==> src/design/touch_calibration_affine_fit_top_assert.svh <==
`ifndef TOUCH_CALIBRATION_AFFINE_FIT_TOP_ASSERT_SVH
`define TOUCH_CALIBRATION_AFFINE_FIT_TOP_ASSERT_SVH
// same-cycle implication, clocked on clk, off during reset
`define TCAF_ASSERT_IMP(lbl, ante, cons) \
lbl: assert property (@(posedge clk) disable iff (!arst_n) (ante) |-> (cons)) \
	else $error("tcaf: same-cycle check failed");
// next-cycle implication
`define TCAF_ASSERT_NXT(lbl, ante, cons) \
lbl: assert property (@(posedge clk) disable iff (!arst_n) (ante) |=> (cons)) \
	else $error("tcaf: next-cycle check failed");
`endif

==> src/design/tcaf_pkg.sv <==
package tcaf_pkg;

	localparam int FIELD_BITS = 12;
	localparam int RAW_MAX    = 16;
	localparam int NREGS      = 17;

	localparam logic [1:0] CFG_SCREEN_WIDTH  = 2'd0;
	localparam logic [1:0] CFG_SCREEN_HEIGHT = 2'd1;
	localparam logic [1:0] CFG_TARGET_MARGIN = 2'd2;

	// register file slots
	localparam logic [4:0] R_N   = 5'd0;
	localparam logic [4:0] R_SX  = 5'd1;
	localparam logic [4:0] R_SY  = 5'd2;
	localparam logic [4:0] R_SXX = 5'd3;
	localparam logic [4:0] R_SYY = 5'd4;
	localparam logic [4:0] R_SXY = 5'd5;
	localparam logic [4:0] R_A   = 5'd6;
	localparam logic [4:0] R_B   = 5'd7;
	localparam logic [4:0] R_C   = 5'd8;
	localparam logic [4:0] R_E   = 5'd9;
	localparam logic [4:0] R_F   = 5'd10;
	localparam logic [4:0] R_I   = 5'd11;
	localparam logic [4:0] R_DET = 5'd12;
	localparam logic [4:0] R_Z   = 5'd13;
	localparam logic [4:0] R_ZX  = 5'd14;
	localparam logic [4:0] R_ZY  = 5'd15;
	localparam logic [4:0] R_NUM = 5'd16;

	// per-point term operand selects
	localparam logic [4:0] SEL_ONE = 5'd0;
	localparam logic [4:0] SEL_RX  = 5'd1;
	localparam logic [4:0] SEL_RY  = 5'd2;
	localparam logic [4:0] SEL_TX  = 5'd3;
	localparam logic [4:0] SEL_TY  = 5'd4;

	localparam logic [6:0] PROG_LAST = 7'd77;

	typedef enum logic [2:0] {
		OP_SUMPT,
		OP_MUL,
		OP_STORE,
		OP_ZCHK,
		OP_DIV,
		OP_END
	} op_t;

	typedef enum logic [1:0] {
		ACC_SET,
		ACC_ADD,
		ACC_SUB
	} acc_mode_t;

	typedef enum logic [2:0] {
		ST_COLLECT,
		ST_DISPATCH,
		ST_START,
		ST_BUSY,
		ST_ACCUM,
		ST_EMIT
	} state_t;

	typedef struct packed {
		op_t       op;
		acc_mode_t mode;
		logic [4:0] a;
		logic [4:0] b;
		logic [4:0] d;
	} instr_t;

	typedef struct packed {
		logic [11:0] screen_width;
		logic [11:0] screen_height;
		logic [9:0]  target_margin;
	} cfg_t;

	typedef struct packed {
		logic [FIELD_BITS-1:0] raw_x;
		logic [FIELD_BITS-1:0] raw_y;
	} touch_t;

	typedef struct packed {
		logic               fit_ok;
		logic signed [31:0] xs_offset;
		logic signed [31:0] xs_from_rx;
		logic signed [31:0] xs_from_ry;
		logic signed [31:0] ys_offset;
		logic signed [31:0] ys_from_rx;
		logic signed [31:0] ys_from_ry;
		logic [16:0]        scale_value;
	} fit_t;

	typedef struct packed {
		logic       store_pt;
		logic [2:0] pt_idx;
		logic [4:0] rd_a;
		logic [4:0] rd_b;
		logic       term_go;
		logic       mul_start;
		logic       div_start;
		logic       acc_go;
		acc_mode_t  acc_mode;
		logic       wr_en;
		logic [4:0] wr_addr;
		logic [2:0] coef_idx;
		logic       out_load;
		logic       out_ok;
	} dp_cmd_t;

	typedef struct packed {
		logic mul_done;
		logic div_done;
		logic acc_zero;
	} dp_sts_t;

	function automatic instr_t mk(op_t op, acc_mode_t mode, logic [4:0] a, logic [4:0] b,
		logic [4:0] d);
		instr_t r;
		r.op = op;
		r.mode = mode;
		r.a = a;
		r.b = b;
		r.d = d;
		return r;
	endfunction

	// fit sequence; MUL multiplies a by b, iterating over the bits of b
	function automatic instr_t prog_at(logic [6:0] pc);
		instr_t r;
		unique case (pc)
			7'd0:  r = mk(OP_SUMPT, ACC_SET, SEL_ONE, SEL_ONE, R_N);
			7'd1:  r = mk(OP_STORE, ACC_SET, R_N, R_N, R_N);
			7'd2:  r = mk(OP_SUMPT, ACC_SET, SEL_RX, SEL_ONE, R_N);
			7'd3:  r = mk(OP_STORE, ACC_SET, R_N, R_N, R_SX);
			7'd4:  r = mk(OP_SUMPT, ACC_SET, SEL_RY, SEL_ONE, R_N);
			7'd5:  r = mk(OP_STORE, ACC_SET, R_N, R_N, R_SY);
			7'd6:  r = mk(OP_SUMPT, ACC_SET, SEL_RX, SEL_RX, R_N);
			7'd7:  r = mk(OP_STORE, ACC_SET, R_N, R_N, R_SXX);
			7'd8:  r = mk(OP_SUMPT, ACC_SET, SEL_RY, SEL_RY, R_N);
			7'd9:  r = mk(OP_STORE, ACC_SET, R_N, R_N, R_SYY);
			7'd10: r = mk(OP_SUMPT, ACC_SET, SEL_RX, SEL_RY, R_N);
			7'd11: r = mk(OP_STORE, ACC_SET, R_N, R_N, R_SXY);
			7'd12: r = mk(OP_MUL, ACC_SET, R_SXX, R_SYY, R_N);
			7'd13: r = mk(OP_MUL, ACC_SUB, R_SXY, R_SXY, R_N);
			7'd14: r = mk(OP_STORE, ACC_SET, R_N, R_N, R_A);
			7'd15: r = mk(OP_MUL, ACC_SET, R_SXY, R_SY, R_N);
			7'd16: r = mk(OP_MUL, ACC_SUB, R_SYY, R_SX, R_N);
			7'd17: r = mk(OP_STORE, ACC_SET, R_N, R_N, R_B);
			7'd18: r = mk(OP_MUL, ACC_SET, R_SXY, R_SX, R_N);
			7'd19: r = mk(OP_MUL, ACC_SUB, R_SXX, R_SY, R_N);
			7'd20: r = mk(OP_STORE, ACC_SET, R_N, R_N, R_C);
			7'd21: r = mk(OP_MUL, ACC_SET, R_SYY, R_N, R_N);
			7'd22: r = mk(OP_MUL, ACC_SUB, R_SY, R_SY, R_N);
			7'd23: r = mk(OP_STORE, ACC_SET, R_N, R_N, R_E);
			7'd24: r = mk(OP_MUL, ACC_SET, R_SX, R_SY, R_N);
			7'd25: r = mk(OP_MUL, ACC_SUB, R_SXY, R_N, R_N);
			7'd26: r = mk(OP_STORE, ACC_SET, R_N, R_N, R_F);
			7'd27: r = mk(OP_MUL, ACC_SET, R_SXX, R_N, R_N);
			7'd28: r = mk(OP_MUL, ACC_SUB, R_SX, R_SX, R_N);
			7'd29: r = mk(OP_STORE, ACC_SET, R_N, R_N, R_I);
			7'd30: r = mk(OP_MUL, ACC_SET, R_A, R_N, R_N);
			7'd31: r = mk(OP_MUL, ACC_ADD, R_B, R_SX, R_N);
			7'd32: r = mk(OP_MUL, ACC_ADD, R_C, R_SY, R_N);
			7'd33: r = mk(OP_STORE, ACC_SET, R_N, R_N, R_DET);
			7'd34: r = mk(OP_ZCHK, ACC_SET, R_N, R_N, R_N);
			7'd35: r = mk(OP_SUMPT, ACC_SET, SEL_TX, SEL_ONE, R_N);
			7'd36: r = mk(OP_STORE, ACC_SET, R_N, R_N, R_Z);
			7'd37: r = mk(OP_SUMPT, ACC_SET, SEL_TX, SEL_RX, R_N);
			7'd38: r = mk(OP_STORE, ACC_SET, R_N, R_N, R_ZX);
			7'd39: r = mk(OP_SUMPT, ACC_SET, SEL_TX, SEL_RY, R_N);
			7'd40: r = mk(OP_STORE, ACC_SET, R_N, R_N, R_ZY);
			7'd41: r = mk(OP_MUL, ACC_SET, R_A, R_Z, R_N);
			7'd42: r = mk(OP_MUL, ACC_ADD, R_B, R_ZX, R_N);
			7'd43: r = mk(OP_MUL, ACC_ADD, R_C, R_ZY, R_N);
			7'd44: r = mk(OP_STORE, ACC_SET, R_N, R_N, R_NUM);
			7'd45: r = mk(OP_DIV, ACC_SET, R_NUM, R_DET, 5'd0);
			7'd46: r = mk(OP_MUL, ACC_SET, R_B, R_Z, R_N);
			7'd47: r = mk(OP_MUL, ACC_ADD, R_E, R_ZX, R_N);
			7'd48: r = mk(OP_MUL, ACC_ADD, R_F, R_ZY, R_N);
			7'd49: r = mk(OP_STORE, ACC_SET, R_N, R_N, R_NUM);
			7'd50: r = mk(OP_DIV, ACC_SET, R_NUM, R_DET, 5'd1);
			7'd51: r = mk(OP_MUL, ACC_SET, R_C, R_Z, R_N);
			7'd52: r = mk(OP_MUL, ACC_ADD, R_F, R_ZX, R_N);
			7'd53: r = mk(OP_MUL, ACC_ADD, R_I, R_ZY, R_N);
			7'd54: r = mk(OP_STORE, ACC_SET, R_N, R_N, R_NUM);
			7'd55: r = mk(OP_DIV, ACC_SET, R_NUM, R_DET, 5'd2);
			7'd56: r = mk(OP_SUMPT, ACC_SET, SEL_TY, SEL_ONE, R_N);
			7'd57: r = mk(OP_STORE, ACC_SET, R_N, R_N, R_Z);
			7'd58: r = mk(OP_SUMPT, ACC_SET, SEL_TY, SEL_RX, R_N);
			7'd59: r = mk(OP_STORE, ACC_SET, R_N, R_N, R_ZX);
			7'd60: r = mk(OP_SUMPT, ACC_SET, SEL_TY, SEL_RY, R_N);
			7'd61: r = mk(OP_STORE, ACC_SET, R_N, R_N, R_ZY);
			7'd62: r = mk(OP_MUL, ACC_SET, R_A, R_Z, R_N);
			7'd63: r = mk(OP_MUL, ACC_ADD, R_B, R_ZX, R_N);
			7'd64: r = mk(OP_MUL, ACC_ADD, R_C, R_ZY, R_N);
			7'd65: r = mk(OP_STORE, ACC_SET, R_N, R_N, R_NUM);
			7'd66: r = mk(OP_DIV, ACC_SET, R_NUM, R_DET, 5'd3);
			7'd67: r = mk(OP_MUL, ACC_SET, R_B, R_Z, R_N);
			7'd68: r = mk(OP_MUL, ACC_ADD, R_E, R_ZX, R_N);
			7'd69: r = mk(OP_MUL, ACC_ADD, R_F, R_ZY, R_N);
			7'd70: r = mk(OP_STORE, ACC_SET, R_N, R_N, R_NUM);
			7'd71: r = mk(OP_DIV, ACC_SET, R_NUM, R_DET, 5'd4);
			7'd72: r = mk(OP_MUL, ACC_SET, R_C, R_Z, R_N);
			7'd73: r = mk(OP_MUL, ACC_ADD, R_F, R_ZX, R_N);
			7'd74: r = mk(OP_MUL, ACC_ADD, R_I, R_ZY, R_N);
			7'd75: r = mk(OP_STORE, ACC_SET, R_N, R_N, R_NUM);
			7'd76: r = mk(OP_DIV, ACC_SET, R_NUM, R_DET, 5'd5);
			default: r = mk(OP_END, ACC_SET, R_N, R_N, R_N);
		endcase
		return r;
	endfunction

endpackage

==> src/design/tcaf_cfg.sv <==
module tcaf_cfg (
	input  logic                clk,
	input  logic                arst_n,
	input  logic                psel,
	input  logic                penable,
	input  logic                pwrite,
	input  logic [3:0]          paddr,
	input  logic [31:0]         pwdata,
	output logic [31:0]         prdata,
	output logic                pready,
	output tcaf_pkg::cfg_t      cfg
);

	logic [11:0] width_q;
	logic [11:0] height_q;
	logic [9:0]  margin_q;
	logic        wr_en;

	assign pready = 1'b1;
	assign wr_en  = psel && penable && pwrite;

	always_ff @(posedge clk or negedge arst_n) begin
		if (!arst_n) begin
			width_q  <= 12'd240;
			height_q <= 12'd320;
			margin_q <= 10'd50;
		end else if (wr_en) begin
			unique case (paddr[3:2])
				tcaf_pkg::CFG_SCREEN_WIDTH:  width_q  <= pwdata[11:0];
				tcaf_pkg::CFG_SCREEN_HEIGHT: height_q <= pwdata[11:0];
				tcaf_pkg::CFG_TARGET_MARGIN: margin_q <= pwdata[9:0];
				default: ;
			endcase
		end
	end

	always_comb begin
		unique case (paddr[3:2])
			tcaf_pkg::CFG_SCREEN_WIDTH:  prdata = {20'd0, width_q};
			tcaf_pkg::CFG_SCREEN_HEIGHT: prdata = {20'd0, height_q};
			tcaf_pkg::CFG_TARGET_MARGIN: prdata = {22'd0, margin_q};
			default:                     prdata = 32'd0;
		endcase
	end

	assign cfg.screen_width  = width_q;
	assign cfg.screen_height = height_q;
	assign cfg.target_margin = margin_q;

endmodule

==> config.mk <==
export PLATFORM = sky130hd
export DESIGN_NAME = tcaf_cfg
export DESIGN_NICKNAME = d
export VERILOG_FILES = /design/src/design/touch_calibration_affine_fit_top_assert.svh /design/src/design/tcaf_pkg.sv /design/src/design/tcaf_cfg.sv
export SDC_FILE = /design/constraint.sdc
export NUM_CORES = 1
export LEC_CHECK = 0
export BUFFER_PORTS_ARGS = -buffer_cell sky130_fd_sc_hd__buf_2
export CAP_MARGIN = 20
export CORE_UTILIZATION = 46
export DETAILED_ROUTE_END_ITERATION = 7
export PLACE_DENSITY = 0.91
export SKIP_CTS_REPAIR_TIMING = 1
export SLEW_MARGIN = 20
export SYNTH_ARGS = -nofsm -noshare
export SYNTH_HDL_FRONTEND = slang
export SYNTH_SLANG_ARGS = --single-unit
==> constraint.sdc <==
create_clock -name clk -period 1.8 [get_ports clk]
set_input_delay 0.18 -clock clk [delete_from_list [all_inputs] [get_ports clk]]
set_output_delay 0.18 -clock clk [all_outputs]
set_load 0.03 [all_outputs]
==> metrics.yaml <==
timing:
  tns_ns: 0
  slew_headroom_pct: 50.9
  fmax_mhz: 681
  rsz0062_at_grt: "no"
  finalSetupViolCount: 0
  fin_hold_ws_ns: -0.0411
  worst_pin_slew_ns: 0.737
  min_period_over_period_pct: 81.6
  skew_ns: 0
  slew_violations: 0
  setup_ws_ns: 0.331
  layout_min_cycle_time_ns: 1.47
  final_hold_viol_count: 25
drt:
  drt_iter0_markers: 31
  wl_per_cell_um: 13.7
  ant_nets: 0
  viasPerCell: 4.79
  vias: 1208
  drc_errors: 0
  finalWirelength_mm: 3.46
  drt-pass1-iter-count: 4
layout:
  area_growth_pct: 22.0
  drive_above_1_share_pct: 58.7
  fin_util_pct: 61.3
  n_fill_cell: 302
  nets: 246
  antenna_cells: 0
setup_path:
  max_stage_delay_ns: 0.26
  criticalPathCategory: "in2out"
  reg2reg_slack_ns: 1.01
  cp.arrival_ns: 1.29
  critPathCaptureType: "output port"
  cpMostUsedCell: "buf_2"
  slowest_stage: "buf_2"
  cp.required_ns: 1.62
  critPathMaxFanout: 16
  critPathLaunchType: "primary input"
  crit_chain: "buf_2 > nor2b_1 > buf_4 > nand2_1 > o21ai_0 > buf_2"
placement:
  place.gp.congestion: 0.713
  pre_cts_ws_ns: 0.313
  port_buffers: 64
  hpwlAfterDp_mm: 2.56
logic_synthesis:
  synth_cell_types: 18
  netlist_area_um2: 1740
  ys_top_cells_by_area: "dfrtp_1 (36%), mux2_2 (16%), dfstp_2 (14%), buf_4 (9.9%), mux2_4 (8.6%)"
  synth_top_area_cell: "dfrtp_1"
  syn_inst: 137
  synth_edf_count: 0
  yosysMostFrequentCell: "dfrtp_1"
  synth_flop_cell: "dfrtp_1"
  ys_async_sr_fraction_pct: 100
  ys_seq_area_share_pct: 49.5
  ys_warn_count: 0
  synth_top_area_share_pct: 35.9
  ys_ff_latch: 34
  yosys-top-cells-count: "dfrtp_1 (25), mux2_2 (24), buf_4 (23)"
  post_synth.cell_area_avg_um2: 12.7
job:
  drv_cap: 0
outcome:
  status: "finished, violations left"
  violations: "negative hold slack"
clocking:
  tritoncts: "built"
  clock_sinks: 34
  cts-root-buf: "clkbuf_8"
  cts.clk_slew.worst_paths_ns: 0.07
  numCtsBuffers: 5
  htree_levels: 2
  clk-insertion-delay-late_ns: 0.28
  cts_buffer_depth: 2
power:
  max-vdd-ir-drop_uv: 524
  p_sw_mw: 1.11
  powerDensity_nw_per_um2: 1290
  netSwitchingFraction_pct: 40.5
  p_leak_nw: 1.12
  seq_power_share_pct: 40.5
  combPwrFrac_pct: 40.5
  power_frac_clock_pct: 19.0
  p_int_mw: 1.63
floorplan:
  initial_utilization_pct: 50.2
  dieWidth_um: 63.5
  dieArea_um2: 4040
  core_um2: 3470
  die_h_um: 63.5
  core.rowCount: 21
  io_pins: 108
min_path:
  hp-class: "in2async"
grt:
  grt_pass1_wl_mm: 5.73
  grt_pass1_vias: 1161
  antenna_found_initial: 0
  grt_usage_pct: 19.3
  grt.overflow.total: 0
  grt_max_degree: 35
-- worst max-delay path: cells and delay by family --
kind / cells / cell delay, ns
buffers and inverters: 3 / 0.70
AND/OR/NAND/NOR: 2 / 0.32
AO/OA/AOI/OAI: 1 / 0.08
-- flip-flops by register name, indices dropped and copies added, names as in the netlist --
register,flops
width_q,12
height_q,12
margin_q,10
-- placed cells by master (no fill, tap or decap) --
cell       n
buf_2     64
buf_4      6
clkbuf_1   3
clkbuf_8   5
conb_1    21
dfrtp_1   25
dfstp_2    9
mux2_2    24
mux2_4    10
mux2i_1   12
nand2_1   10
nand3_1    1
nor2_1     2
nor2b_1    1
nor3_2     1
nor3b_2    1
o21ai_0   10
or3b_4     1
-- path summary, 6_finish.rpt --
check	start	endpoint	cells past startpoint
min reg2reg	width_q[9]$_DFFE_PN0P_	width_q[9]$_DFFE_PN0P_	1
min	arst_n	width_q[10]$_DFFE_PN0P_	1
min in group clk	pwdata[10]	width_q[10]$_DFFE_PN0P_	2
max	paddr[3]	prdata[0]	6
max reg2reg	width_q[0]$_DFFE_PN0P_	width_q[0]$_DFFE_PN0P_	1
max in group asynchronous	arst_n	width_q[11]$_DFFE_PN0P_	1
-- stage by stage --
stage / total power, mW / std cells / cell area, um^2
after floorplan: 1.95 / 156 / 1810
after global placement: 2.22 / 244 / 2040
after detailed placement: 2.25 / 244 / 2040
after CTS: 2.78 / 252 / 2120
after global routing: 2.89 / 252 / 2120
final: 2.74 / 252 / 2120
-- power by group through the flow --
stage / sequential (mW) / combinational (mW) / clock (mW)
after global routing: 1.14 / 1.18 / 0.574
after detailed placement: 1.13 / 1.12 / 0
final: 1.11 / 1.11 / 0.520
after CTS: 1.11 / 1.12 / 0.539
after global placement: 1.11 / 1.10 / 0
after floorplan: 1.48 / 0.475 / 0
-- layout make-up --
class | count | area (um^2) | area share, %
Clock buffer | 8 | 80.1 | 3.77
Timing Repair Buffer | 70 | 365 | 17.2
Multi-Input combinational cell | 94 | 759 | 35.7
Sequential cell | 34 | 862 | 40.6
Tap cell | 46 | 57.6 | 2.71
-- metal layers --
layer  wire length [um]  GRT usage, %  share of wire [%]  up-vias
met3                193          5.62                5.6        6
li1                   -             -                  -      568
met4                 54          6.82                1.6        0
met2               1780          32.6                 51       47
met5                  0             0                  0        -
met1               1430          23.2                 41      587
-- kinds of logic (layout without fill, tap and decap cells) --
kind of cell,after synthesis,count (layout),share of synthesized area (%)
AOI/OAI and AO/OA,10,10,2.87
and+or+nand+nor,17,17,4.60
DFF,34,34,49.5
buffers and inverters,28,78,11.6
other,2,21,0.431
muxes,46,46,31.0
No activity file was read; power rests on OpenSTA's default activity.
