## src/design/touch_calibration_affine_fit_top_assert.svh

```systemverilog
`ifndef TOUCH_CALIBRATION_AFFINE_FIT_TOP_ASSERT_SVH
`define TOUCH_CALIBRATION_AFFINE_FIT_TOP_ASSERT_SVH
// same-cycle implication, clocked on clk, off during reset
`define TCAF_ASSERT_IMP(lbl, ante, cons) \
lbl: assert property (@(posedge clk) disable iff (!arst_n) (ante) |-> (cons)) \
	else $error("tcaf: same-cycle check failed");
// next-cycle implication
`define TCAF_ASSERT_NXT(lbl, ante, cons) \
lbl: assert property (@(posedge clk) disable iff (!arst_n) (ante) |=> (cons)) \
	else $error("tcaf: next-cycle check failed");
`endif

```

## src/design/tcaf_pkg.sv

```systemverilog
package tcaf_pkg;

	localparam int FIELD_BITS = 12;
	localparam int RAW_MAX    = 16;
	localparam int NREGS      = 17;

	localparam logic [1:0] CFG_SCREEN_WIDTH  = 2'd0;
	localparam logic [1:0] CFG_SCREEN_HEIGHT = 2'd1;
	localparam logic [1:0] CFG_TARGET_MARGIN = 2'd2;

	// register file slots
	localparam logic [4:0] R_N   = 5'd0;
	localparam logic [4:0] R_SX  = 5'd1;
	localparam logic [4:0] R_SY  = 5'd2;
	localparam logic [4:0] R_SXX = 5'd3;
	localparam logic [4:0] R_SYY = 5'd4;
	localparam logic [4:0] R_SXY = 5'd5;
	localparam logic [4:0] R_A   = 5'd6;
	localparam logic [4:0] R_B   = 5'd7;
	localparam logic [4:0] R_C   = 5'd8;
	localparam logic [4:0] R_E   = 5'd9;
	localparam logic [4:0] R_F   = 5'd10;
	localparam logic [4:0] R_I   = 5'd11;
	localparam logic [4:0] R_DET = 5'd12;
	localparam logic [4:0] R_Z   = 5'd13;
	localparam logic [4:0] R_ZX  = 5'd14;
	localparam logic [4:0] R_ZY  = 5'd15;
	localparam logic [4:0] R_NUM = 5'd16;

	// per-point term operand selects
	localparam logic [4:0] SEL_ONE = 5'd0;
	localparam logic [4:0] SEL_RX  = 5'd1;
	localparam logic [4:0] SEL_RY  = 5'd2;
	localparam logic [4:0] SEL_TX  = 5'd3;
	localparam logic [4:0] SEL_TY  = 5'd4;

	localparam logic [6:0] PROG_LAST = 7'd77;

	typedef enum logic [2:0] {
		OP_SUMPT,
		OP_MUL,
		OP_STORE,
		OP_ZCHK,
		OP_DIV,
		OP_END
	} op_t;

	typedef enum logic [1:0] {
		ACC_SET,
		ACC_ADD,
		ACC_SUB
	} acc_mode_t;

	typedef enum logic [2:0] {
		ST_COLLECT,
		ST_DISPATCH,
		ST_START,
		ST_BUSY,
		ST_ACCUM,
		ST_EMIT
	} state_t;

	typedef struct packed {
		op_t       op;
		acc_mode_t mode;
		logic [4:0] a;
		logic [4:0] b;
		logic [4:0] d;
	} instr_t;

	typedef struct packed {
		logic [11:0] screen_width;
		logic [11:0] screen_height;
		logic [9:0]  target_margin;
	} cfg_t;

	typedef struct packed {
		logic [FIELD_BITS-1:0] raw_x;
		logic [FIELD_BITS-1:0] raw_y;
	} touch_t;

	typedef struct packed {
		logic               fit_ok;
		logic signed [31:0] xs_offset;
		logic signed [31:0] xs_from_rx;
		logic signed [31:0] xs_from_ry;
		logic signed [31:0] ys_offset;
		logic signed [31:0] ys_from_rx;
		logic signed [31:0] ys_from_ry;
		logic [16:0]        scale_value;
	} fit_t;

	typedef struct packed {
		logic       store_pt;
		logic [2:0] pt_idx;
		logic [4:0] rd_a;
		logic [4:0] rd_b;
		logic       term_go;
		logic       mul_start;
		logic       div_start;
		logic       acc_go;
		acc_mode_t  acc_mode;
		logic       wr_en;
		logic [4:0] wr_addr;
		logic [2:0] coef_idx;
		logic       out_load;
		logic       out_ok;
	} dp_cmd_t;

	typedef struct packed {
		logic mul_done;
		logic div_done;
		logic acc_zero;
	} dp_sts_t;

	function automatic instr_t mk(op_t op, acc_mode_t mode, logic [4:0] a, logic [4:0] b,
		logic [4:0] d);
		instr_t r;
		r.op = op;
		r.mode = mode;
		r.a = a;
		r.b = b;
		r.d = d;
		return r;
	endfunction

	// fit sequence; MUL multiplies a by b, iterating over the bits of b
	function automatic instr_t prog_at(logic [6:0] pc);
		instr_t r;
		unique case (pc)
			7'd0:  r = mk(OP_SUMPT, ACC_SET, SEL_ONE, SEL_ONE, R_N);
			7'd1:  r = mk(OP_STORE, ACC_SET, R_N, R_N, R_N);
			7'd2:  r = mk(OP_SUMPT, ACC_SET, SEL_RX, SEL_ONE, R_N);
			7'd3:  r = mk(OP_STORE, ACC_SET, R_N, R_N, R_SX);
			7'd4:  r = mk(OP_SUMPT, ACC_SET, SEL_RY, SEL_ONE, R_N);
			7'd5:  r = mk(OP_STORE, ACC_SET, R_N, R_N, R_SY);
			7'd6:  r = mk(OP_SUMPT, ACC_SET, SEL_RX, SEL_RX, R_N);
			7'd7:  r = mk(OP_STORE, ACC_SET, R_N, R_N, R_SXX);
			7'd8:  r = mk(OP_SUMPT, ACC_SET, SEL_RY, SEL_RY, R_N);
			7'd9:  r = mk(OP_STORE, ACC_SET, R_N, R_N, R_SYY);
			7'd10: r = mk(OP_SUMPT, ACC_SET, SEL_RX, SEL_RY, R_N);
			7'd11: r = mk(OP_STORE, ACC_SET, R_N, R_N, R_SXY);
			7'd12: r = mk(OP_MUL, ACC_SET, R_SXX, R_SYY, R_N);
			7'd13: r = mk(OP_MUL, ACC_SUB, R_SXY, R_SXY, R_N);
			7'd14: r = mk(OP_STORE, ACC_SET, R_N, R_N, R_A);
			7'd15: r = mk(OP_MUL, ACC_SET, R_SXY, R_SY, R_N);
			7'd16: r = mk(OP_MUL, ACC_SUB, R_SYY, R_SX, R_N);
			7'd17: r = mk(OP_STORE, ACC_SET, R_N, R_N, R_B);
			7'd18: r = mk(OP_MUL, ACC_SET, R_SXY, R_SX, R_N);
			7'd19: r = mk(OP_MUL, ACC_SUB, R_SXX, R_SY, R_N);
			7'd20: r = mk(OP_STORE, ACC_SET, R_N, R_N, R_C);
			7'd21: r = mk(OP_MUL, ACC_SET, R_SYY, R_N, R_N);
			7'd22: r = mk(OP_MUL, ACC_SUB, R_SY, R_SY, R_N);
			7'd23: r = mk(OP_STORE, ACC_SET, R_N, R_N, R_E);
			7'd24: r = mk(OP_MUL, ACC_SET, R_SX, R_SY, R_N);
			7'd25: r = mk(OP_MUL, ACC_SUB, R_SXY, R_N, R_N);
			7'd26: r = mk(OP_STORE, ACC_SET, R_N, R_N, R_F);
			7'd27: r = mk(OP_MUL, ACC_SET, R_SXX, R_N, R_N);
			7'd28: r = mk(OP_MUL, ACC_SUB, R_SX, R_SX, R_N);
			7'd29: r = mk(OP_STORE, ACC_SET, R_N, R_N, R_I);
			7'd30: r = mk(OP_MUL, ACC_SET, R_A, R_N, R_N);
			7'd31: r = mk(OP_MUL, ACC_ADD, R_B, R_SX, R_N);
			7'd32: r = mk(OP_MUL, ACC_ADD, R_C, R_SY, R_N);
			7'd33: r = mk(OP_STORE, ACC_SET, R_N, R_N, R_DET);
			7'd34: r = mk(OP_ZCHK, ACC_SET, R_N, R_N, R_N);
			7'd35: r = mk(OP_SUMPT, ACC_SET, SEL_TX, SEL_ONE, R_N);
			7'd36: r = mk(OP_STORE, ACC_SET, R_N, R_N, R_Z);
			7'd37: r = mk(OP_SUMPT, ACC_SET, SEL_TX, SEL_RX, R_N);
			7'd38: r = mk(OP_STORE, ACC_SET, R_N, R_N, R_ZX);
			7'd39: r = mk(OP_SUMPT, ACC_SET, SEL_TX, SEL_RY, R_N);
			7'd40: r = mk(OP_STORE, ACC_SET, R_N, R_N, R_ZY);
			7'd41: r = mk(OP_MUL, ACC_SET, R_A, R_Z, R_N);
			7'd42: r = mk(OP_MUL, ACC_ADD, R_B, R_ZX, R_N);
			7'd43: r = mk(OP_MUL, ACC_ADD, R_C, R_ZY, R_N);
			7'd44: r = mk(OP_STORE, ACC_SET, R_N, R_N, R_NUM);
			7'd45: r = mk(OP_DIV, ACC_SET, R_NUM, R_DET, 5'd0);
			7'd46: r = mk(OP_MUL, ACC_SET, R_B, R_Z, R_N);
			7'd47: r = mk(OP_MUL, ACC_ADD, R_E, R_ZX, R_N);
			7'd48: r = mk(OP_MUL, ACC_ADD, R_F, R_ZY, R_N);
			7'd49: r = mk(OP_STORE, ACC_SET, R_N, R_N, R_NUM);
			7'd50: r = mk(OP_DIV, ACC_SET, R_NUM, R_DET, 5'd1);
			7'd51: r = mk(OP_MUL, ACC_SET, R_C, R_Z, R_N);
			7'd52: r = mk(OP_MUL, ACC_ADD, R_F, R_ZX, R_N);
			7'd53: r = mk(OP_MUL, ACC_ADD, R_I, R_ZY, R_N);
			7'd54: r = mk(OP_STORE, ACC_SET, R_N, R_N, R_NUM);
			7'd55: r = mk(OP_DIV, ACC_SET, R_NUM, R_DET, 5'd2);
			7'd56: r = mk(OP_SUMPT, ACC_SET, SEL_TY, SEL_ONE, R_N);
			7'd57: r = mk(OP_STORE, ACC_SET, R_N, R_N, R_Z);
			7'd58: r = mk(OP_SUMPT, ACC_SET, SEL_TY, SEL_RX, R_N);
			7'd59: r = mk(OP_STORE, ACC_SET, R_N, R_N, R_ZX);
			7'd60: r = mk(OP_SUMPT, ACC_SET, SEL_TY, SEL_RY, R_N);
			7'd61: r = mk(OP_STORE, ACC_SET, R_N, R_N, R_ZY);
			7'd62: r = mk(OP_MUL, ACC_SET, R_A, R_Z, R_N);
			7'd63: r = mk(OP_MUL, ACC_ADD, R_B, R_ZX, R_N);
			7'd64: r = mk(OP_MUL, ACC_ADD, R_C, R_ZY, R_N);
			7'd65: r = mk(OP_STORE, ACC_SET, R_N, R_N, R_NUM);
			7'd66: r = mk(OP_DIV, ACC_SET, R_NUM, R_DET, 5'd3);
			7'd67: r = mk(OP_MUL, ACC_SET, R_B, R_Z, R_N);
			7'd68: r = mk(OP_MUL, ACC_ADD, R_E, R_ZX, R_N);
			7'd69: r = mk(OP_MUL, ACC_ADD, R_F, R_ZY, R_N);
			7'd70: r = mk(OP_STORE, ACC_SET, R_N, R_N, R_NUM);
			7'd71: r = mk(OP_DIV, ACC_SET, R_NUM, R_DET, 5'd4);
			7'd72: r = mk(OP_MUL, ACC_SET, R_C, R_Z, R_N);
			7'd73: r = mk(OP_MUL, ACC_ADD, R_F, R_ZX, R_N);
			7'd74: r = mk(OP_MUL, ACC_ADD, R_I, R_ZY, R_N);
			7'd75: r = mk(OP_STORE, ACC_SET, R_N, R_N, R_NUM);
			7'd76: r = mk(OP_DIV, ACC_SET, R_NUM, R_DET, 5'd5);
			default: r = mk(OP_END, ACC_SET, R_N, R_N, R_N);
		endcase
		return r;
	endfunction

endpackage

```

## src/design/tcaf_ctrl.sv

```systemverilog
`include "touch_calibration_affine_fit_top_assert.svh"

module tcaf_ctrl (
	input  logic               clk,
	input  logic               arst_n,
	input  logic               in_valid,
	output logic               in_ready,
	output logic               out_valid,
	input  logic               out_ready,
	input  tcaf_pkg::dp_sts_t  sts,
	output tcaf_pkg::dp_cmd_t  cmd
);

	tcaf_pkg::state_t state_q, state_d;
	logic [6:0] pc_q, pc_d;
	logic [2:0] cnt_q, cnt_d;
	logic [2:0] j_q, j_d;
	logic       ok_q, ok_d;
	logic       out_valid_q;
	tcaf_pkg::instr_t instr;

	assign instr     = tcaf_pkg::prog_at(pc_q);
	assign out_valid = out_valid_q;

	always_ff @(posedge clk or negedge arst_n) begin
		if (!arst_n) begin
			state_q     <= tcaf_pkg::ST_COLLECT;
			pc_q        <= '0;
			cnt_q       <= '0;
			j_q         <= '0;
			ok_q        <= 1'b0;
			out_valid_q <= 1'b0;
		end else begin
			state_q <= state_d;
			pc_q    <= pc_d;
			cnt_q   <= cnt_d;
			j_q     <= j_d;
			ok_q    <= ok_d;
			if (cmd.out_load)
				out_valid_q <= 1'b1;
			else if (out_ready)
				out_valid_q <= 1'b0;
		end
	end

	always_comb begin
		state_d  = state_q;
		pc_d     = pc_q;
		cnt_d    = cnt_q;
		j_d      = j_q;
		ok_d     = ok_q;
		in_ready = 1'b0;
		cmd          = '0;
		cmd.rd_a     = instr.a;
		cmd.rd_b     = instr.b;
		cmd.wr_addr  = instr.d;
		cmd.coef_idx = instr.d[2:0];
		cmd.pt_idx   = (state_q == tcaf_pkg::ST_COLLECT) ? cnt_q : j_q;
		cmd.acc_mode = (instr.op == tcaf_pkg::OP_SUMPT) ?
			((j_q == 3'd0) ? tcaf_pkg::ACC_SET : tcaf_pkg::ACC_ADD) : instr.mode;

		unique case (state_q)
			tcaf_pkg::ST_COLLECT: begin
				in_ready = 1'b1;
				if (in_valid) begin
					cmd.store_pt = 1'b1;
					if (cnt_q == 3'd4) begin
						cnt_d   = '0;
						pc_d    = '0;
						state_d = tcaf_pkg::ST_DISPATCH;
					end else begin
						cnt_d = cnt_q + 3'd1;
					end
				end
			end
			tcaf_pkg::ST_DISPATCH: begin
				unique case (instr.op)
					tcaf_pkg::OP_SUMPT: begin
						j_d     = '0;
						state_d = tcaf_pkg::ST_START;
					end
					tcaf_pkg::OP_MUL, tcaf_pkg::OP_DIV: state_d = tcaf_pkg::ST_START;
					tcaf_pkg::OP_STORE: begin
						cmd.wr_en = 1'b1;
						pc_d      = pc_q + 7'd1;
					end
					tcaf_pkg::OP_ZCHK: begin
						if (sts.acc_zero) begin
							ok_d    = 1'b0;
							state_d = tcaf_pkg::ST_EMIT;
						end else begin
							pc_d = pc_q + 7'd1;
						end
					end
					default: begin
						ok_d    = (instr.op == tcaf_pkg::OP_END);
						state_d = tcaf_pkg::ST_EMIT;
					end
				endcase
			end
			tcaf_pkg::ST_START: begin
				unique case (instr.op)
					tcaf_pkg::OP_SUMPT: begin
						cmd.term_go = 1'b1;
						state_d     = tcaf_pkg::ST_ACCUM;
					end
					tcaf_pkg::OP_MUL: begin
						cmd.mul_start = 1'b1;
						state_d       = tcaf_pkg::ST_BUSY;
					end
					tcaf_pkg::OP_DIV: begin
						cmd.div_start = 1'b1;
						state_d       = tcaf_pkg::ST_BUSY;
					end
					default: state_d = tcaf_pkg::ST_DISPATCH;
				endcase
			end
			tcaf_pkg::ST_BUSY: begin
				if (instr.op == tcaf_pkg::OP_MUL) begin
					if (sts.mul_done)
						state_d = tcaf_pkg::ST_ACCUM;
				end else if (sts.div_done) begin
					pc_d    = pc_q + 7'd1;
					state_d = tcaf_pkg::ST_DISPATCH;
				end
			end
			tcaf_pkg::ST_ACCUM: begin
				cmd.acc_go = 1'b1;
				if (instr.op == tcaf_pkg::OP_SUMPT && j_q != 3'd4) begin
					j_d     = j_q + 3'd1;
					state_d = tcaf_pkg::ST_START;
				end else begin
					pc_d    = pc_q + 7'd1;
					state_d = tcaf_pkg::ST_DISPATCH;
				end
			end
			tcaf_pkg::ST_EMIT: begin
				if (!out_valid_q || out_ready) begin
					cmd.out_load = 1'b1;
					cmd.out_ok   = ok_q;
					state_d      = tcaf_pkg::ST_COLLECT;
				end
			end
			default: state_d = tcaf_pkg::ST_COLLECT;
		endcase
	end

	`TCAF_ASSERT_IMP(a_cnt_range, 1'b1, cnt_q <= 3'd4)
	`TCAF_ASSERT_IMP(a_pc_range, 1'b1, pc_q <= tcaf_pkg::PROG_LAST)
	`TCAF_ASSERT_IMP(a_load_free, cmd.out_load, !out_valid_q || out_ready)
	`TCAF_ASSERT_NXT(a_fifth_starts, in_ready && in_valid && cnt_q == 3'd4, state_q == tcaf_pkg::ST_DISPATCH && pc_q == 7'd0)

endmodule

```

## config.mk

```make
export PLATFORM = sky130hd
export DESIGN_NAME = tcaf_ctrl
export DESIGN_NICKNAME = d
export VERILOG_FILES = /design/src/design/tcaf_pkg.sv /design/src/design/tcaf_ctrl.sv
export VERILOG_INCLUDE_DIRS = /design/src /design/src/design
export SDC_FILE = /design/constraint.sdc
export NUM_CORES = 1
export LEC_CHECK = 0
export BUFFER_PORTS_ARGS = -buffer_cell sky130_fd_sc_hd__buf_4
export CELL_PAD_IN_SITES_DETAIL_PLACEMENT = 0
export CELL_PAD_IN_SITES_GLOBAL_PLACEMENT = 1
export CORE_ASPECT_RATIO = 1.25
export CORE_MARGIN = 3
export CORE_UTILIZATION = 46
export CTS_CLUSTER_DIAMETER = 200
export DETAILED_ROUTE_END_ITERATION = 6
export PLACE_DENSITY_LB_ADDON = 0.25
export RECOVER_POWER = 50
export SLEW_MARGIN = 20
export SYNTH_ARGS = -nofsm -noshare
export SYNTH_HDL_FRONTEND = slang
export SYNTH_SLANG_ARGS = --single-unit
```

## constraint.sdc

```tcl
create_clock -name clk -period 4.85 [get_ports clk]
set_clock_uncertainty 0.05 [all_clocks]
set_input_delay 0.485 -clock clk [delete_from_list [all_inputs] [get_ports clk]]
set_output_delay 0.485 -clock clk [all_outputs]
set_load 0.01 [all_outputs]
```

==> impl_metrics.json, run 1 <==
{
  "worstSetupEndpointType": "output pin",
  "synth_top_family_by_area": "compound AO/OA/AOI/OAI gates",
  "synth_xor_area_frac": 0.01162,
  "synth_top_area_frac": 0.1549,
  "final_area_sq_mm": 0.003118,
  "cts-root-buf": "clkbuf_8",
  "wl_per_cell_um": 19.05,
  "async_reset_ff_frac": 1.000,
  "netlist_area_sq_mm": 0.002908,
  "initial_core_util": 0.4868,
  "grt_pass1_vias": 3024,
  "worst_hold_slack_ns": 0.3376,
  "yosys-mux-area-fraction": 0.05293,
  "fin_cells": 504,
  "synthAdderAreaFrac": 0.06024,
  "cts_buffers": 3,
  "first_pass_iters": 5,
  "antenna_found_initial": 0,
  "synth-seq-cells": 18,
  "post_dp_cell_area_sq_mm": 0.003108,
  "clock_latency_ns": 0.25,
  "status": "completed",
  "p_leak_nw": 1.278,
  "postCtsHoldBufs": 0,
  "grt_usage": 0.2642,
  "clock-sinks": 18,
  "setup-tns-final_ns": 0,
  "maxCapViolations": 0,
  "cp_max_fo": 16,
  "grt_pass1_wl_mm": 15.50,
  "yosys.area.top_type": "dfrtp_1",
  "clock.fmax_mhz": 238.7,
  "crit_type": "reg2out",
  "synth_enable_flop_cells": 0,
  "syn_inst": 413,
  "hold_viol_final": 0,
  "gp_congestion": 1.007,
  "netlist_top_cells_count": "50 x o21ai_0, 49 x nand2_1, 42 x nor2_1",
  "worstPathRequired_ns": 4.32,
  "vdd_drop_max_mv": 0.4224,
  "synth_compound_area_frac": 0.3382,
  "syn-num-nets": 434,
  "clk_pin_slew_worst_paths_ns": 0.07,
  "ant_nets": 0,
  "power.density_mw_per_mm2": 362.3,
  "grt_setup_unrepaired": "no",
  "min_period_ns": 4.190,
  "portBuffers": 38,
  "worst_pin_slew_ns": 1.046,
  "rrSetupSlack_ns": 1.12,
  "die_h_um": 94.89,
  "diodes": 0,
  "core_area_sq_mm": 0.005973,
  "row_count": 31,
  "slew_headroom": 0.3028,
  "remaining_drc_errors": 0,
  "ys_seq_area_frac": 0.1549,
  "die_area_sq_mm": 0.007317,
  "yosysMostFrequentCell": "o21ai_0",
  "dp_hpwl_mm": 6.979,
  "post_cts_buffers": 0,
  "syn_area_per_cell_sq_um": 7.041,
  "grt_max_degree": 59,
  "slew_violations": 0,
  "nFillCells": 650,
  "fin_nets": 444,
  "cp.arrival_ns": 3.65,
  "vias": 3218,
  "htreeDepth": 1,
  "start_kind": "flop",
  "post-route-period-util": 0.8639,
  "cts_tree": "yes",
  "grt-ovfl-total": 0,
  "min_path_type": "in2async",
  "area_growth_pct": 7.229,
  "dr.first_iter.drc_count": 405,
  "ctsResizeCount": 0,
  "synth-warning-count": 0,
  "die_w_um": 77.11,
  "wl_mm": 9.602,
  "drive_above_1_share": 0.1351,
  "setup_viol": 0,
  "yosys_most_used_dff": "dfrtp_1",
  "io_pins": 40,
  "max-clock-path-buffers": 2,
  "synthSimpleGateAreaFrac": 0.2775,
  "vias_per_cell": 6.385,
  "yosysUniqueCellTypes": 78,
  "place_inst": 500,
  "yosys-top-cells-area": "dfrtp_1 15%, o21ai_0 8.6%, nand2_1 6.3%, ha_1 6.0%, nor2_1 5.4%"
}
[routing by layer]
metal / GRT usage / share of wire / vias to the layer above
li1: - / - / 1498
met1: 0.3116 / 0.38 / 1492
met2: 0.4797 / 0.50 / 190
met3: 0.02481 / 0.071 / 38
met4: 0.1306 / 0.052 / 0
met5: 0 / 0 / -
[logic make-up (layout without fill, tap and decap cells)]
kind of cell	count (synthesis)	count (layout)
AND/OR/NAND/NOR	162	162
AO/OA/AOI/OAI	144	144
buffers and inverters	57	66
flip-flops	18	18
adder cells (fa/ha/maj)	14	14
multiplexers	14	14
XOR/XNOR	3	3
other	1	1
[per-stage QoR]
stage	util	setup slack, ns	power [W]
3_3_place_gp	0.5203	1.036	0.001018
5_1_grt	0.5220	0.4150	0.001226
6_report	0.5220	0.6601	0.001130
2_1_floorplan	-	1.370	0.0008293
4_1_cts	0.5295	0.7279	0.001142
3_5_place_dp	0.5203	0.9991	0.001011
[area by class of cell]
| class | count | area [sq um] | share of cell area |
|---|---|---|---|
| Sequential cell | 18 | 450.4 | 0.1445 |
| Multi-Input combinational cell | 338 | 2157 | 0.6918 |
| Timing Repair Buffer | 44 | 285.3 | 0.09149 |
| Tap cell | 82 | 102.6 | 0.03291 |
| Clock buffer | 4 | 55.05 | 0.01766 |
| Inverter | 18 | 67.56 | 0.02167 |
[final timing paths]
path,depth (start not counted),start,to
hold reg to reg,2,j_q[1]$_DFFE_PN0P_,j_q[1]$_DFFE_PN0P_
setup reg to reg,10,pc_q[0]$_DFFE_PN0P_,pc_q[4]$_DFFE_PN0P_
max in group asynchronous,1,arst_n,pc_q[2]$_DFFE_PN0P_
hold / removal,1,arst_n,ok_q$_DFFE_PN0P_
min in group clk,3,out_ready,out_valid$_DFFE_PN0P_
setup / recovery,9,pc_q[0]$_DFFE_PN0P_,cmd[12]
[worst max-delay path: stages (launching register included)]
cell and delay [ns]:
dfrtp_1 0.68, inv_1 0.30, ha_1 0.59, nand2_1 0.13, a21o_1 0.20, a221oi_2 0.37
o31ai_4 0.14, and3b_1 0.35, a2111oi_0 0.43, buf_4 0.20
[state kept, by name (all words and copies together), names as in the netlist]
register / flops
pc_q: 7
cnt_q: 3
j_q: 3
state_q: 3
ok_q: 1
out_valid: 1
[cells in the final DEF (no fill, tap or decap), types with 3 or more instances in the layout]
cell type	n
dfrtp_1	18
o21ai_0	50
a21oi_1	26
a311oi_1	3
nand3_1	9
nand2_1	49
buf_4	32
and3_1	3
a31oi_1	8
o211ai_1	4
nor2_1	42
inv_1	16
a31o_2	3
nor2b_1	9
mux2i_1	12
a21o_1	3
and2b_1	3
nor3_1	10
a211oi_1	9
nand2b_1	9
nor3b_1	3
clkbuf_1	12
ha_1	14
and2_1	7
clkbuf_8	4
[where the power goes]
part | internal, W | switching [W] | leakage [nW] | total, W
registers | 0.000187 | 0.0000610 | 0.236 | 0.000248
clock network | 0.0000722 | 0.0000531 | 0.0288 | 0.000125
logic | 0.000272 | 0.000484 | 1.01 | 0.000756
total | 0.000531 | 0.000598 | 1.28 | 0.00113
No activity file was read; power rests on OpenSTA's default activity.
==> inputs of run 2 (changes only) <==
--- a/config.mk
+++ b/config.mk
@@ -14,7 +14,7 @@
 export CORE_UTILIZATION = 46
 export CTS_CLUSTER_DIAMETER = 200
 export DETAILED_ROUTE_END_ITERATION = 6
-export PLACE_DENSITY_LB_ADDON = 0.25
+export PLACE_DENSITY = 0.83
 export RECOVER_POWER = 50
 export SLEW_MARGIN = 20
 export SYNTH_ARGS = -nofsm -noshare
==> constraint.sdc (replaced) <==
create_clock -name clk -period 5.1 [get_ports clk]
set_clock_uncertainty 0.05 [all_clocks]
set_input_delay 0.51 -clock clk [delete_from_list [all_inputs] [get_ports clk]]
set_output_delay 0.51 -clock clk [all_outputs]
set_load 0.01 [all_outputs]
==> run 2 against run 1 <==
Non-clock buffer count grew 1. Cell count up 0.20%. Flip-flop and latch count did not move. Critical path depth is the same. Global-route usage decreased by 0.48 points. Count of clock-buffer cells in the layout is the same. Critical endpoint unchanged.
==> impl_metrics.json, run 2 (synthesis gave the netlist of run 1 again) <==
{
  "portBuffers": 38,
  "io_pins": 40,
  "comb_power_share": 0.669,
  "clock.fmax_mhz": 227.4,
  "clock-sinks": 18,
  "initial_core_util": 0.4868,
  "status": "completed",
  "max-clock-path-buffers": 2,
  "worst_hold_slack_ns": 0.3340,
  "worst_pin_slew_ns": 0.9789,
  "p_leak_nw": 1.286,
  "grt_pass1_vias": 2960,
  "min_path_type": "in2async",
  "path_buf_inv": 2,
  "grt_pass1_wl_mm": 15.17,
  "vdd_drop_max_mv": 0.3363,
  "max_stage_delay_ns": 0.67,
  "grt_max_degree": 59,
  "slew_headroom": 0.3474,
  "worstPathRequired_ns": 4.54,
  "cp_max_fo": 16,
  "die_w_um": 77.11,
  "remaining_drc_errors": 0,
  "maxCapViolations": 0,
  "cts_tree": "yes",
  "regMostFlops": "pc_q",
  "core_area_sq_mm": 0.005973,
  "diodes": 0,
  "hold_viol_final": 0,
  "worstPathCellList": "inv_1 > ha_1 > nand2_1 > a21o_1 > a221oi_1 > o31ai_4 > and3b_1 > a2111oi_0 > buf_4",
  "post_cts_buffers": 0,
  "post_dp_cell_area_sq_mm": 0.003115,
  "final_common_cell": "o21ai_0",
  "vias": 3167,
  "layout_common_cells": "50 x o21ai_0, 49 x nand2_1, 42 x nor2_1",
  "vias_per_cell": 6.271,
  "preCtsSetupSlack_ns": 1.225,
  "gp_congestion": 0.9821,
  "worstSetupEndpointType": "output pin",
  "setup_viol": 0,
  "wl_mm": 9.374,
  "critical_path.top_delay_family": "compound AO/OA/AOI/OAI gates",
  "postCtsHoldBufs": 0,
  "grt-ovfl-total": 0,
  "cts_buffers": 3,
  "antenna_found_initial": 0,
  "crit_type": "reg2out",
  "crit_slowest_cell": "dfrtp_1",
  "pwr-share-clk": 0.111,
  "setup-tns-final_ns": 0,
  "htreeDepth": 1,
  "clk_pin_slew_worst_paths_ns": 0.07,
  "switching_power_w": 0.0005591,
  "ant_nets": 0,
  "ctsResizeCount": 0,
  "p_int_w": 0.0005069,
  "cp.arrival_ns": 3.84,
  "drive_above_1_share": 0.1371,
  "final_area_sq_mm": 0.003123,
  "first_pass_iters": 5,
  "dp_hpwl_mm": 6.955,
  "fin_ws_ns": 0.7024,
  "wl_per_cell_um": 18.56,
  "row_count": 31,
  "start_kind": "flop",
  "grt_setup_unrepaired": "no",
  "cts-root-buf": "clkbuf_8",
  "min_period_ns": 4.398,
  "die_area_sq_mm": 0.007317,
  "die_h_um": 94.89,
  "final_util": 0.5228,
  "power.density_mw_per_mm2": 341.3,
  "dr.first_iter.drc_count": 512,
  "area_growth_pct": 7.401,
  "seqPwrFrac": 0.221,
  "largest_reg_flops": 7,
  "slew_violations": 0,
  "switching_share": 0.5245,
  "fin_nets": 445,
  "grt_usage": 0.2594,
  "post-route-period-util": 0.8623,
  "clock_latency_ns": 0.25
}
run 2: power groups by stage:
stage	registers, W	clock network [W]	logic [W]
global placement	0.000236	0	0.000726
global route	0.000242	0.000133	0.000787
floorplan	0.000211	0	0.000578
CTS	0.000233	0.000123	0.000726
detailed placement	0.000236	0	0.000721
finish	0.000235	0.000118	0.000713
run 2: layout make-up:
type / instances / area [sq um]
Sequential cell: 18 / 450.4
Clock buffer: 4 / 55.05
Multi-Input combinational cell: 338 / 2151
Tap cell: 82 / 102.6
Timing Repair Buffer: 45 / 296.5
Fill cell: 645 / 2850
Inverter: 18 / 67.56
run 2: path summary, 6_finish.rpt:
check	startpoint	end	slack, ns	cells past startpoint
min in group clk	j_q[1]$_DFFE_PN0P_	j_q[1]$_DFFE_PN0P_	0.46	2
worst max register to register	pc_q[0]$_DFFE_PN0P_	pc_q[4]$_DFFE_PN0P_	1.18	10
worst min-delay path	arst_n	ok_q$_DFFE_PN0P_	0.33	1
worst min register to register	j_q[1]$_DFFE_PN0P_	j_q[1]$_DFFE_PN0P_	0.46	2
max in group asynchronous	arst_n	cnt_q[0]$_DFFE_PN0P_	4.07	1
worst max-delay path	pc_q[0]$_DFFE_PN0P_	cmd[12]	0.70	9
run 2: routing by layer:
layer,part of all wire,vias to the layer above,global-route usage
met1,0.40,1461,0.3163
met4,0.046,0,0.1276
li1,-,1502,-
met3,0.057,34,0.02767
met2,0.50,170,0.4557
met5,0,-,0
run 2: worst reg2reg max path, cell delays in order (launching register included):
cell      delay, ns
dfrtp_1        0.67
inv_1          0.30
ha_1           0.60
nand2_1        0.13
a21o_1         0.19
a221oi_1       0.52
o31ai_4        0.16
and3b_1        0.35
a211oi_4       0.51
o21ai_1        0.13
a22o_1         0.19
run 2: metrics by stage:
step	total power, W	std cells
floorplan	0.0007887	413
finish	0.001066	505
CTS	0.001082	505
detailed placement	0.0009568	501
global route	0.001161	505
global placement	0.0009612	501
